### src/rtl/spq_pkg.sv
// ----------------------------------------------------------------------------
// Sorted priority queue package
// Shared types and codes for the sorted priority queue.
// ----------------------------------------------------------------------------
package spq_pkg;

    localparam int PRIO_W   = 32;
    localparam int DATA_W   = 32;
    localparam int COUNT_W  = 5;
    localparam int STATUS_W = 2;

    localparam logic FUNC_PUSH = 1'b0;
    localparam logic FUNC_POP  = 1'b1;

    localparam logic [STATUS_W-1:0] ST_OK        = 2'd0;
    localparam logic [STATUS_W-1:0] ST_FULL      = 2'd1;
    localparam logic [STATUS_W-1:0] ST_POP_EMPTY = 2'd2;

    typedef struct packed {
        logic [PRIO_W-1:0] prio;
        logic [DATA_W-1:0] data;
    } t_entry;

    typedef struct packed {
        logic   push;
        logic   pop;
        t_entry entry;
    } t_ctrl;

endpackage

### src/rtl/spq_if.sv
// ----------------------------------------------------------------------------
// Sorted priority queue channels
// Valid/ready channels for operations in and results out.
// ----------------------------------------------------------------------------
interface spq_in_if;
    logic                        valid;
    logic                        ready;
    logic                        func;
    logic [spq_pkg::PRIO_W-1:0]  new_priority;
    logic [spq_pkg::DATA_W-1:0]  new_data;

    modport source (output valid, func, new_priority, new_data, input ready);
    modport sink   (input valid, func, new_priority, new_data, output ready);
endinterface

interface spq_out_if;
    logic                          valid;
    logic                          ready;
    logic                          head_valid;
    logic [spq_pkg::PRIO_W-1:0]    head_priority;
    logic [spq_pkg::DATA_W-1:0]    head_data;
    logic [spq_pkg::DATA_W-1:0]    removed_data;
    logic [spq_pkg::COUNT_W-1:0]   entry_count;
    logic [spq_pkg::STATUS_W-1:0]  status;

    modport source (output valid, head_valid, head_priority, head_data,
                    removed_data, entry_count, status, input ready);
    modport sink   (input valid, head_valid, head_priority, head_data,
                    removed_data, entry_count, status, output ready);
endinterface

### src/rtl/spq_cell.sv
// ----------------------------------------------------------------------------
// Sorted priority queue cell
// One slot of the queue: compares against the pushed entry and shifts
// towards the tail on push or towards the head on pop.
// ----------------------------------------------------------------------------
module spq_cell (
    input  logic            i_clk,
    input  spq_pkg::t_ctrl  i_ctrl,
    input  logic            i_head,
    input  logic            i_occupied,
    input  spq_pkg::t_entry i_left,
    input  logic            i_left_lt,
    input  spq_pkg::t_entry i_right,
    output spq_pkg::t_entry o_entry,
    output spq_pkg::t_entry o_next,
    output logic            o_lt
);

    spq_pkg::t_entry r_entry;
    spq_pkg::t_entry n_entry;
    logic            w_lt;

    // head keeps its place on equal priority, later slots do not
    always_comb begin
        if (i_head) begin
            w_lt = i_occupied && (r_entry.prio <= i_ctrl.entry.prio);
        end else begin
            w_lt = i_occupied && (r_entry.prio < i_ctrl.entry.prio);
        end
    end

    always_comb begin
        n_entry = r_entry;
        if (i_ctrl.push && !w_lt) begin
            n_entry = i_left_lt ? i_ctrl.entry : i_left;
        end else if (i_ctrl.pop) begin
            n_entry = i_right;
        end
    end

    always_ff @(posedge i_clk) begin
        r_entry <= n_entry;
    end

    assign o_entry = r_entry;
    assign o_next  = n_entry;
    assign o_lt    = w_lt;

endmodule

### src/rtl/sorted_priority_queue_core.sv
// ----------------------------------------------------------------------------
// Sorted priority queue core
// Bounded priority queue held as a sorted chain of slot cells.
// ----------------------------------------------------------------------------
// One push or pop is taken per clock cycle; its result is held in an
// output register, and a new operation is accepted while that
// result waits provided the result is taken in the same cycle. Every slot
// cell compares its entry with the pushed priority in parallel and moves
// towards the tail or head, so the rate does not depend on QUEUE_DEPTH.
// Slot contents are not cleared at reset; only slots below the fill count
// are ever read.
module sorted_priority_queue_core #(
    parameter int QUEUE_DEPTH = 16
) (
    input  logic         i_clk,
    input  logic         i_rst_n,
    spq_in_if.sink       i_in,
    spq_out_if.source    o_out
);

    localparam int CNT_W = $clog2(QUEUE_DEPTH + 1);

    logic [CNT_W-1:0]      r_count;
    logic [CNT_W-1:0]      n_count;
    logic                  w_accept;
    logic                  w_full;
    logic                  w_empty;
    spq_pkg::t_ctrl        w_ctrl;

    spq_pkg::t_entry       w_entry [QUEUE_DEPTH];
    spq_pkg::t_entry       w_next  [QUEUE_DEPTH];
    logic [QUEUE_DEPTH-1:0] w_lt;

    logic                          r_out_valid;
    logic                          r_head_valid;
    logic [spq_pkg::PRIO_W-1:0]    r_head_priority;
    logic [spq_pkg::DATA_W-1:0]    r_head_data;
    logic [spq_pkg::DATA_W-1:0]    r_removed_data;
    logic [spq_pkg::COUNT_W-1:0]   r_entry_count;
    logic [spq_pkg::STATUS_W-1:0]  r_status;
    logic [spq_pkg::STATUS_W-1:0]  n_status;

    assign i_in.ready = !r_out_valid || o_out.ready;
    assign w_accept   = i_in.valid && i_in.ready;
    assign w_full     = (r_count == CNT_W'(QUEUE_DEPTH));
    assign w_empty    = (r_count == '0);

    always_comb begin
        w_ctrl.push       = w_accept && (i_in.func == spq_pkg::FUNC_PUSH) && !w_full;
        w_ctrl.pop        = w_accept && (i_in.func == spq_pkg::FUNC_POP) && !w_empty;
        w_ctrl.entry.prio = i_in.new_priority;
        w_ctrl.entry.data = i_in.new_data;
    end

    always_comb begin
        n_count  = r_count;
        n_status = spq_pkg::ST_OK;
        if (w_ctrl.push) begin
            n_count = r_count + CNT_W'(1);
        end else if (w_ctrl.pop) begin
            n_count = r_count - CNT_W'(1);
        end
        if (i_in.func == spq_pkg::FUNC_PUSH && w_full) begin
            n_status = spq_pkg::ST_FULL;
        end else if (i_in.func == spq_pkg::FUNC_POP && w_empty) begin
            n_status = spq_pkg::ST_POP_EMPTY;
        end
    end

    for (genvar g = 0; g < QUEUE_DEPTH; g++) begin : g_cell
        spq_pkg::t_entry w_left;
        spq_pkg::t_entry w_right;
        logic            w_left_lt;

        if (g == 0) begin : g_first
            assign w_left    = '0;
            assign w_left_lt = 1'b1;
        end else begin : g_mid
            assign w_left    = w_entry[g-1];
            assign w_left_lt = w_lt[g-1];
        end

        if (g == QUEUE_DEPTH - 1) begin : g_last
            assign w_right = '0;
        end else begin : g_inner
            assign w_right = w_entry[g+1];
        end

        spq_cell u_cell (
            .i_clk      (i_clk),
            .i_ctrl     (w_ctrl),
            .i_head     (g == 0),
            .i_occupied (CNT_W'(g) < r_count),
            .i_left     (w_left),
            .i_left_lt  (w_left_lt),
            .i_right    (w_right),
            .o_entry    (w_entry[g]),
            .o_next     (w_next[g]),
            .o_lt       (w_lt[g])
        );
    end

    always_ff @(posedge i_clk) begin
        if (!i_rst_n) begin
            r_count     <= '0;
            r_out_valid <= 1'b0;
        end else begin
            r_count <= n_count;
            if (w_accept) begin
                r_out_valid <= 1'b1;
            end else if (o_out.ready) begin
                r_out_valid <= 1'b0;
            end
        end
    end

    always_ff @(posedge i_clk) begin
        if (w_accept) begin
            r_head_valid    <= (n_count != '0);
            r_head_priority <= (n_count != '0) ? w_next[0].prio : '0;
            r_head_data     <= (n_count != '0) ? w_next[0].data : '0;
            r_removed_data  <= w_ctrl.pop ? w_entry[0].data : '0;
            r_entry_count   <= spq_pkg::COUNT_W'(n_count);
            r_status        <= n_status;
        end
    end

    assign o_out.valid         = r_out_valid;
    assign o_out.head_valid    = r_head_valid;
    assign o_out.head_priority = r_head_priority;
    assign o_out.head_data     = r_head_data;
    assign o_out.removed_data  = r_removed_data;
    assign o_out.entry_count   = r_entry_count;
    assign o_out.status        = r_status;

endmodule

### src/flat_wrapper.sv
// flat-port wrapper written by rule: the top's interface ports become plain ports
module sorted_priority_queue_core_flat 
#(
    parameter int QUEUE_DEPTH = 16
)
  (i_clk, i_rst_n, i_in_valid, i_in_func, i_in_new_priority, i_in_new_data, i_in_ready, o_out_valid, o_out_head_valid, o_out_head_priority, o_out_head_data, o_out_removed_data, o_out_entry_count, o_out_status, o_out_ready);
  spq_in_if i_in_i ();
  spq_out_if o_out_i ();
  input  logic i_clk;
  input  logic i_rst_n;
  input wire logic [$bits(i_in_i.valid)-1:0] i_in_valid;
  input wire logic [$bits(i_in_i.func)-1:0] i_in_func;
  input wire logic [$bits(i_in_i.new_priority)-1:0] i_in_new_priority;
  input wire logic [$bits(i_in_i.new_data)-1:0] i_in_new_data;
  output wire logic [$bits(i_in_i.ready)-1:0] i_in_ready;
  output wire logic [$bits(o_out_i.valid)-1:0] o_out_valid;
  output wire logic [$bits(o_out_i.head_valid)-1:0] o_out_head_valid;
  output wire logic [$bits(o_out_i.head_priority)-1:0] o_out_head_priority;
  output wire logic [$bits(o_out_i.head_data)-1:0] o_out_head_data;
  output wire logic [$bits(o_out_i.removed_data)-1:0] o_out_removed_data;
  output wire logic [$bits(o_out_i.entry_count)-1:0] o_out_entry_count;
  output wire logic [$bits(o_out_i.status)-1:0] o_out_status;
  input wire logic [$bits(o_out_i.ready)-1:0] o_out_ready;
  assign i_in_i.valid = i_in_valid;
  assign i_in_i.func = i_in_func;
  assign i_in_i.new_priority = i_in_new_priority;
  assign i_in_i.new_data = i_in_new_data;
  assign i_in_ready = i_in_i.ready;
  assign o_out_valid = o_out_i.valid;
  assign o_out_head_valid = o_out_i.head_valid;
  assign o_out_head_priority = o_out_i.head_priority;
  assign o_out_head_data = o_out_i.head_data;
  assign o_out_removed_data = o_out_i.removed_data;
  assign o_out_entry_count = o_out_i.entry_count;
  assign o_out_status = o_out_i.status;
  assign o_out_i.ready = o_out_ready;
  sorted_priority_queue_core #(.QUEUE_DEPTH(QUEUE_DEPTH)) u_core (.i_clk(i_clk), .i_rst_n(i_rst_n), .i_in(i_in_i), .o_out(o_out_i));
endmodule
### config.mk
export PLATFORM = sky130hd
export DESIGN_NAME = sorted_priority_queue_core_flat
export DESIGN_NICKNAME = d
export VERILOG_FILES = /design/src/rtl/spq_pkg.sv /design/src/rtl/spq_if.sv /design/src/rtl/spq_cell.sv /design/src/rtl/sorted_priority_queue_core.sv /design/src/flat_wrapper.sv
export SDC_FILE = /design/constraint.sdc
export NUM_CORES = 2
export LEC_CHECK = 0
export BUFFER_PORTS_ARGS = -buffer_cell sky130_fd_sc_hd__buf_4
export CAP_MARGIN = 20
export CORE_ASPECT_RATIO = 1.2
export CORE_MARGIN = 2
export CORE_UTILIZATION = 58
export CTS_CLUSTER_SIZE = 16
export DETAILED_ROUTE_END_ITERATION = 7
export GPL_TIMING_DRIVEN = 0
export PLACE_DENSITY = 0.78
export SLEW_MARGIN = 0
export SYNTH_ARGS = -nofsm -noshare
export SYNTH_HDL_FRONTEND = slang
export SYNTH_SLANG_ARGS = --single-unit
### constraint.sdc
create_clock -name i_clk -period 11.7 [get_ports i_clk]
set_input_delay 0.585 -clock i_clk [delete_from_list [all_inputs] [get_ports i_clk]]
set_output_delay 0.585 -clock i_clk [all_outputs]
set_load 0.01 [all_outputs]
==> results.toml <==
[global_routing]
grt_antenna_before_repair = 38
grt_pass1_vias = 62300
track_usage_pct = 45.8
grt_pass1_wl_um = 418000
overflow = 0
grt_max_degree = 44

[setup_path]
crit_family = "compound AO/OA/AOI/OAI gates"
reg2reg_depth = 9
critPathBufInv = 4
cp_cell_sequence = "buf_4 > inv_1 > ha_1 > nand4_1 > nor4_2 > o21ai_0 > a31oi_1 > o21ai_1 > clkbuf_2 > clkbuf_1 > a311oi_1"
crit_fanout = 20
slowest_stage = "nor4_2"
worstSetupPathType = "input pin to register"
worst_setup_path_end_kind = "register"
ff2ff_setup_slack_ps = 4960
cp.required_ps = 12150
crit_cells = 11
cp.arrival_ps = 7600
r2r-end = "u_core.o_out.head_priority[7]"
crit_path_start_kind = "input pin"
cpPeakStageDelay_ps = 1190
r2r-start = "u_core.g_cell[0].u_cell.o_entry[45]"

[drt]
drtPass1Iterations = 8
vias = 64600
wl_per_cell_um = 33.2
via_per_inst = 7.34
routed_wl_um = 293000
ant_nets = 0
drt_iter0_drc = 10100
drc = 0

[place]
post-dp-hpwl_um = 215000
dp_slack_ps = 4510
routabilityCongestion = 1.03
port_buffers = 174

[die]
ioPinCount = 175
die_x_um = 324
floorplan.die_area_mm2 = 0.126
die-height_um = 388
core-area_mm2 = 0.122
rows = 140
start_util_pct = 58.6

[yosys]
synth.net_count = 7198
avgSynthCellArea_um2 = 10.8
synth_top_flop_cell = "edfxtp_1"
synthCells = 6629
syn_area_mm2 = 0.0713
yosys_warnings = 0
ys_ff_latch = 1134
synth_edf_count = 1064
synth_cell_types = 74
ys_async_sr_fraction_pct = 0
ys_seq_area_share_pct = 46.8

[clocking]
numCtsBuffers = 119
cts_resized = 0
cts_max_level = 3
path_clk_slew_ps = 60
cts_root_buf = "clkbuf_16"
clk_latency_ps = 830
clkSinkCount = 1134
cts_hold_buf = 0
cts_tree = "done"
post_cts_buffers = 0
clockBufferDepth = 3

[run_status]
status = "finished, final reports clean"

[worst_hold_path]
hp-start = "i_rst_n"
holdPathStages = 2
holdPathEnd = "u_core.r_count[3]"
hold_class = "input pin to register"

[timing]
hold_ws_ps = 45.3
hold_viol = 0
post-route-min-period_ps = 7150
fin_tns_setup_ps = 0
period_share_pct = 61.1
worstMarginPinSlew_ps = 1360
report.final.setup_viol = 0
rsz0062_at_grt = "false"
fin_worst_skew_ps = 53.3
fin_ws_ps = 4550
final_max_slew_viol_count = 0
fmax_mhz = 140
slew_headroom_pct = 8.90

[power_and_ir_drop]
leakagePower_nw = 30.1
ir_worst_vdd_v = 0.000158
cellPowerDensity_mw_per_mm2 = 172

[run]
drv_cap = 0

[cells_and_area]
layout-drive-gt1-share_pct = 17.8
num-nets-final = 7576
area_growth_pct = 13.4
final_common_cell = "edfxtp_1"
fillers = 9408
final_cell_mix = "edfxtp_1, mux2_2, a21oi_1"
[per-stage QoR]
stage / area [µm²] / power [mW] / util, % / cells
global placement: 74600 / 9.14 / 61.3 / 8436
finish: 80800 / 13.9 / 66.4 / 8805
detailed placement: 75900 / 9.31 / 62.4 / 8501
global route: 80700 / 14.3 / 66.3 / 8755
CTS: 80400 / 13.6 / 66.0 / 8729
floorplan: 71300 / 7.87 / - / 6629
[synth_stat cells (139+ instances only)]
library cell / n / area share (%)
mux2_2: 646 / 10
a31oi_1: 330 / 2.9
o21ai_0: 489 / 3.4
a21oi_1: 512 / 3.6
ha_1: 500 / 8.8
nand3_1: 362 / 2.5
edfxtp_1: 1064 / 45
clkbuf_1: 454 / 2.4
nor2_1: 226 / 1.2
mux2i_1: 226 / 3.2
nand2_1: 470 / 2.5
o21ai_1: 139 / 0.98
[layer usage]
| metal | vias up | GRT usage (%) | routed length [µm] |
|---|---|---|---|
| li1 | 26700 | - | - |
| met1 | 31100 | 54.2 | 99500 |
| met2 | 5421 | 64.0 | 121000 |
| met3 | 1420 | 17.0 | 40200 |
| met4 | 21 | 41.9 | 31500 |
| met5 | - | 0 | 370 |
[kinds of logic (layout without fill, tap and decap cells)]
family                     after synthesis  count (layout)  synth area share [%]
buffers and inverters                  652            1137                  3.68
DFF                                   1134            1134                  46.8
xor gates and xnor gates                 3               3                0.0369
and+or+nand+nor                       1392            1392                  9.07
muxes                                  929             929                  14.3
other                                    0              58                     0
AOI/OAI and AO/OA                     2019            2019                  17.4
adders and majority gates              500             500                  8.78
[worst max-delay path by stage]
stage	from	to	slack (ps)
floorplan	i_in_valid	u_core.g_cell[6].u_cell.o_entry[0]	270
detailed placement	i_in_new_priority[17]	u_core.g_cell[1].u_cell.o_entry[25]	4510
finish	i_in_new_priority[15]	u_core.o_out.head_priority[7]	4550
CTS	i_in_new_priority[17]	u_core.g_cell[1].u_cell.o_entry[41]	5320
global placement	i_in_valid	u_core.g_cell[6].u_cell.o_entry[23]	-6680
global route	i_in_new_priority[15]	u_core.o_out.head_priority[7]	5070
[sequential cells by signal, indices dropped and copies added, names as in the netlist]
register	cells
u_core.o_out.entry_count	5
u_core.o_out.head_data	32
u_core.o_out.valid	1
u_core.g_cell.u_cell.o_entry	1024
u_core.r_count	5
u_core.o_out.head_priority	32
u_core.o_out.removed_data	32
u_core.o_out.head_valid	1
u_core.o_out.status	2
[report_power, final]
part           switching, mW  internal (mW)
sequential             0.485           5.29
combinational           2.37           1.41
clock                   1.84           2.54
total                   4.69           9.23
[final cells by class]
class	count	area (µm²)	area share (%)
clock buffer	145	3250	4.02
inverter	54	203	0.251
buffer	598	2430	3.01
timing repair buffer	257	2770	3.42
multi-input combinational	4843	35500	43.9
antenna	58	145	0.180
tap	1633	2040	2.53
clock inverter	83	1180	1.45
sequential	1134	33400	41.3
No activity file was read; power rests on OpenSTA's default activity.
